## src/sv/sie_pkg.sv

```systemverilog
package sie_pkg;

    localparam int WORD_W = 24;
    localparam int MEM_DEPTH_DEF = 1024;
    localparam int PROG_DEPTH_DEF = 1024;
    localparam int POS_W = 10;
    localparam logic [WORD_W-1:0] BYTE_MASK = 24'd255;

    typedef enum logic [4:0] {
        F_PRELOAD = 5'd0, F_ADD = 5'd1, F_SUB = 5'd2, F_MUL = 5'd3, F_DIV = 5'd4,
        F_AND = 5'd5, F_OR = 5'd6, F_LDA = 5'd7, F_LDCH = 5'd8, F_LDL = 5'd9,
        F_LDX = 5'd10, F_STA = 5'd11, F_STCH = 5'd12, F_STL = 5'd13, F_STX = 5'd14,
        F_COMP = 5'd15, F_TIX = 5'd16, F_J = 5'd17, F_JEQ = 5'd18, F_JGT = 5'd19,
        F_JLT = 5'd20, F_JSUB = 5'd21, F_RSUB = 5'd22
    } func_t;

    typedef enum logic [1:0] {
        ST_EQ = 2'd0, ST_GT = 2'd1, ST_LT = 2'd2
    } cc_t;

    typedef enum logic [2:0] {
        S_IDLE, S_READ, S_EXEC, S_DIV, S_OUT
    } state_t;

    // controller to datapath
    typedef struct packed {
        logic capture;
        logic mem_read;
        logic exec;
        logic div_start;
        logic div_step;
    } cmd_t;

    // datapath to controller
    typedef struct packed {
        logic is_div;
        logic div_zero;
        logic div_last;
    } sts_t;

endpackage

```

## src/sv/sie_ctrl.sv

```systemverilog
module sie_ctrl (
    input  logic          aclk,
    input  logic          aresetn,
    input  logic          s_valid,
    output logic          s_ready,
    output logic          m_valid,
    input  logic          m_ready,
    input  sie_pkg::sts_t sts,
    output sie_pkg::cmd_t cmd
);
    import sie_pkg::*;

    state_t state_reg, state_next;

    // hold state
    always_ff @(posedge aclk) begin
        if (!aresetn) begin
            state_reg <= S_IDLE;
        end else begin
            state_reg <= state_next;
        end
    end

    // sequence one word through read, execute and optional divide
    always_comb begin
        state_next = state_reg;
        cmd = '0;
        s_ready = 1'b0;
        m_valid = 1'b0;
        case (state_reg)
            S_IDLE: begin
                s_ready = 1'b1;
                if (s_valid) begin
                    cmd.capture = 1'b1;
                    state_next = S_READ;
                end
            end
            S_READ: begin
                cmd.mem_read = 1'b1;
                state_next = S_EXEC;
            end
            S_EXEC: begin
                if (sts.is_div && !sts.div_zero) begin
                    cmd.div_start = 1'b1;
                    state_next = S_DIV;
                end else begin
                    cmd.exec = 1'b1;
                    state_next = S_OUT;
                end
            end
            S_DIV: begin
                cmd.div_step = 1'b1;
                if (sts.div_last) begin
                    state_next = S_OUT;
                end
            end
            S_OUT: begin
                m_valid = 1'b1;
                if (m_ready) begin
                    state_next = S_IDLE;
                end
            end
            default: state_next = S_IDLE;
        endcase
    end

    a_one_cmd: assert property (@(posedge aclk) disable iff (!aresetn)
        $onehot0({cmd.capture, cmd.mem_read, cmd.exec, cmd.div_start, cmd.div_step}))
        else $error("more than one command");
    a_cap_read: assert property (@(posedge aclk) disable iff (!aresetn)
        cmd.capture |=> cmd.mem_read) else $error("read missing after capture");
    a_out_hold: assert property (@(posedge aclk) disable iff (!aresetn)
        m_valid && !m_ready |=> m_valid) else $error("result dropped");
endmodule

```

## config.mk

```make
export PLATFORM = sky130hd
export DESIGN_NAME = sie_ctrl
export DESIGN_NICKNAME = d
export VERILOG_FILES = /design/src/sv/sie_pkg.sv /design/src/sv/sie_ctrl.sv
export SDC_FILE = /design/constraint.sdc
export NUM_CORES = 1
export LEC_CHECK = 0
export BUFFER_PORTS_ARGS = -buffer_cell sky130_fd_sc_hd__buf_4
export CAP_MARGIN = 20
export CORE_AREA = 2 2 39 41
export DETAILED_ROUTE_END_ITERATION = 8
export DIE_AREA = 0 0 41 43
export GPL_TIMING_DRIVEN = 0
export PLACE_DENSITY_LB_ADDON = 0.12
export SLEW_MARGIN = 25
export SYNTH_ARGS = -nofsm -noshare
export SYNTH_HDL_FRONTEND = slang
export SYNTH_SLANG_ARGS = --single-unit
export TNS_END_PERCENT = 20
```

## constraint.sdc

```tcl
create_clock -name aclk -period 2.1 [get_ports aclk]
set_input_delay 0.63 -clock aclk [delete_from_list [all_inputs] [get_ports aclk]]
set_output_delay 0.63 -clock aclk [all_outputs]
set_load 0.01 [all_outputs]
```

Yosys cells after proc, flatten, opt, wreduce, memory -nomap -nowiden
Cells that the tools add are included.
- bits in registers: 3
- input bits: 7
- equal/unequal tests: 7
- muxes and demuxes: 14
- reduce and logical (&&, ||, !) cells: 4
- operators by type and width (cell ; number):
    3-bit case mux with 5 select lines ; 1
    3-bit 2-to-1 mux ; 4
    1-bit 2-to-1 mux ; 8
    3-bit by 2-bit equality test with 1-bit output, second input constant ; 2
    2-bit != test, second input constant ; 3
    3-bit by 1-bit equality test with 1-bit output, second input constant ; 1
    3-bit equality test, second input constant ; 1
    3-bit zero test ; 1
    3-bit AND reduction ; 1
    2-bit 2-to-1 mux ; 1
    1-bit logical AND ; 1
    1-bit zero test ; 1

Longest topological paths before layout
- depth in word-level cells: 4
- mapped depth: 4
- depth with buffers taken out: 3

Least setup slack after synthesis
OpenSTA, ideal clock, no wires.
- kind: register to output
- from: register state_reg[1]
- to: output port cmd[4] (netlist bit)
- data arrival time: 1.056 ns
- data required time: 1.470 ns
- setup slack: 0.414 ns
- stages on the path, launching flop included: 4
- cell sequence: dfxtp_1 > clkbuf_1 > nor3_1 > and2_1
- RTL lines (element ; RTL line ; RTL):
    start, declared ; sie_ctrl.sv:13 ; state_t state_reg, state_next;
    start signal, assigned ; sie_ctrl.sv:20 ; state_reg <= state_next;
    end, declared ; sie_ctrl.sv:9 ; output sie_pkg::cmd_t cmd

==> impl_metrics.tcl <==
set metrics [dict create \
    synth_seq_cells 3 \
    slew_viol_final 0 \
    crit_arrival_ns 1.27 \
    power_leakage_nw 0.178 \
    multi_input_area_um2 164 \
    clock.fmax_mhz 526 \
    cts.sinks 3 \
    finalSetupViolCount 0 \
    timing.slew.headroom 0.782 \
    vdd_ir_drop_max_v 0.000390 \
    routed_wirelength_um 618 \
    die-area_um2 1760 \
    grt_pass1_wl_um 938 \
    initial_core_util 0.170 \
    die_h_um 43 \
    worstSetupPathType "flip-flop to output pin" \
    htreeDepth 1 \
    rows 14 \
    cp.required_ns 1.47 \
    synthToLayoutAreaGrowth_pct 60.1 \
    ant_nets 0 \
    final_common_cell "buf_4" \
    outcome "complete, no violations" \
    drc 0 \
    dp_cells 60 \
    worst_slew_pin_slew_ns 0.326 \
    drive_above_1_share 0.404 \
    via_count 291 \
    largest_register_ff_count 3 \
    clock_skew_ns 0.00111 \
    cts_tree "yes" \
    endpoint_kind "output pin" \
    cts_buffer_depth 2 \
    syn_inst 31 \
    cts_root_buffer "clkbuf_4" \
    clock_latency_ns 0.23 \
    post_drt_wl_per_cell_um 9.81 \
    vias_per_cell 4.62 \
    finalCritPeriodShare 0.906 \
    yosysSeqAreaShare 0.255 \
    netlist_area_um2 235 \
    fin_cells 63 \
    hold_path.class "flip-flop to flip-flop" \
    setup_tns_ns 0 \
    cts_buffers 3 \
    syn_nets 38 \
    period_minus_slack_ns 1.90 \
    dpl.hpwl_um 501 \
    fillers 158 \
    n_antenna_cell 0 \
    ff2ff_path_depth 3 \
    startpoint_type "flip-flop" \
    seq_area_um2 60.1 \
    power_density_nw_per_um2 995 \
    core_um2 1380 \
    avgSynthCellArea_um2 7.59 \
    finalHoldViolCount 0 \
    first_global_vias 239 \
    yosys_warnings 0 \
    ys_types 19 \
    track_usage 0.0811 \
    crit_fanout 9 \
    grt_max_degree 11 \
    grt_overflow_total 0 \
    drtPass1Iterations 4 \
    antenna_found_initial 0 \
    die_w_um 41 \
    hold_path_depth 2 \
    port_buffers 13 \
    rsz0062_at_grt "false" \
    gp_congestion 0.792 \
    pin_count 14 \
    nNetsFinal 55 \
    drtIter0Drc 11 \
    clkTransAtPathRegs_ns 0.04 \
    max_cap_viol_count 0 \
]
[path summary, 6_finish.rpt]
check,from,endpoint,slack [ns]
worst max register to register,state_reg[2],state_reg[2],0.90
worst min register to register,state_reg[0],state_reg[0],0.64
worst max-delay path,state_reg[2],cmd[0],0.20
worst min-delay path,state_reg[0],state_reg[0],0.64
[layout make-up]
class / count / area share
multi-input combinational: 25 / 0.435
tap: 16 / 0.0532
clock buffer: 4 / 0.0698
timing repair buffer: 13 / 0.259
buffer: 1 / 0.0133
sequential: 3 / 0.159
inverter: 1 / 0.00997
[repair_timing]
item / in CTS / in global routing
hold buffers: 0 / 0
endpoints found under the setup margin: 0 / 4
setup buffers: 0 / 0
gates resized for setup: 0 / 2
[stage by stage]
stage | hold slack [ns] | area, um2 | utilization | total power, mW | setup slack (ns)
finish | 0.639 | 377 | 0.272 | 0.375 | 0.198
global placement | 0.624 | 353 | 0.255 | 0.280 | 0.278
detailed placement | 0.647 | 353 | 0.255 | 0.280 | 0.272
global route | 0.652 | 377 | 0.272 | 0.411 | 0.0922
CTS | 0.646 | 379 | 0.274 | 0.383 | 0.0759
floorplan | 0.561 | 235 | - | 0.202 | 0.414
[where the power goes]
group	internal, mW	leakage, nW	switching (mW)
sequential	0.0723	0.0247	0.0287
clock	0.0710	0.0150	0.0268
combinational	0.0956	0.138	0.0803
total	0.239	0.178	0.136
[cells in the mapped netlist, drive strengths merged]
cell type  count  area share
dfxtp          3        0.26
nand2b         3       0.080
nor2           3       0.048
nor3b          3       0.096
and2           2       0.053
clkbuf         2       0.032
nand2          2       0.032
nor3           2       0.043
a2111oi        1       0.064
a211o          1       0.037
a22oi          1       0.032
a31oi          1       0.027
and2b          1       0.032
inv            1       0.016
nand4          1       0.027
nor2b          1       0.037
nor4           1       0.027
o211a          1       0.043
o21ai          1       0.021
[kinds of logic (layout without fill, tap and decap cells)]
logic type | count (synthesis) | in the layout | synth area share
and+or+nand+nor | 19 | 19 | 0.473
AOI/OAI and AO/OA | 6 | 6 | 0.223
DFF | 3 | 3 | 0.255
buffers and inverters | 3 | 19 | 0.0479
[critical path: stages (launching register included)]
cell     delay, ns
dfxtp_1       0.48
and2b_1       0.26
and2_1        0.16
buf_4         0.14
[layer usage]
| layer | wire length, um | share of wire | track usage | vias to the layer above |
|---|---|---|---|---|
| met1 | 263 | 0.43 | 0.111 | 136 |
| met2 | 291 | 0.47 | 0.0969 | 10 |
| met5 | 0 | 0 | 0 | - |
| met4 | 0 | 0 | 0.0600 | 0 |
| met3 | 63 | 0.10 | 0.0314 | 0 |
| li1 | - | - | - | 145 |
Power figures use the tool's default switching activity.
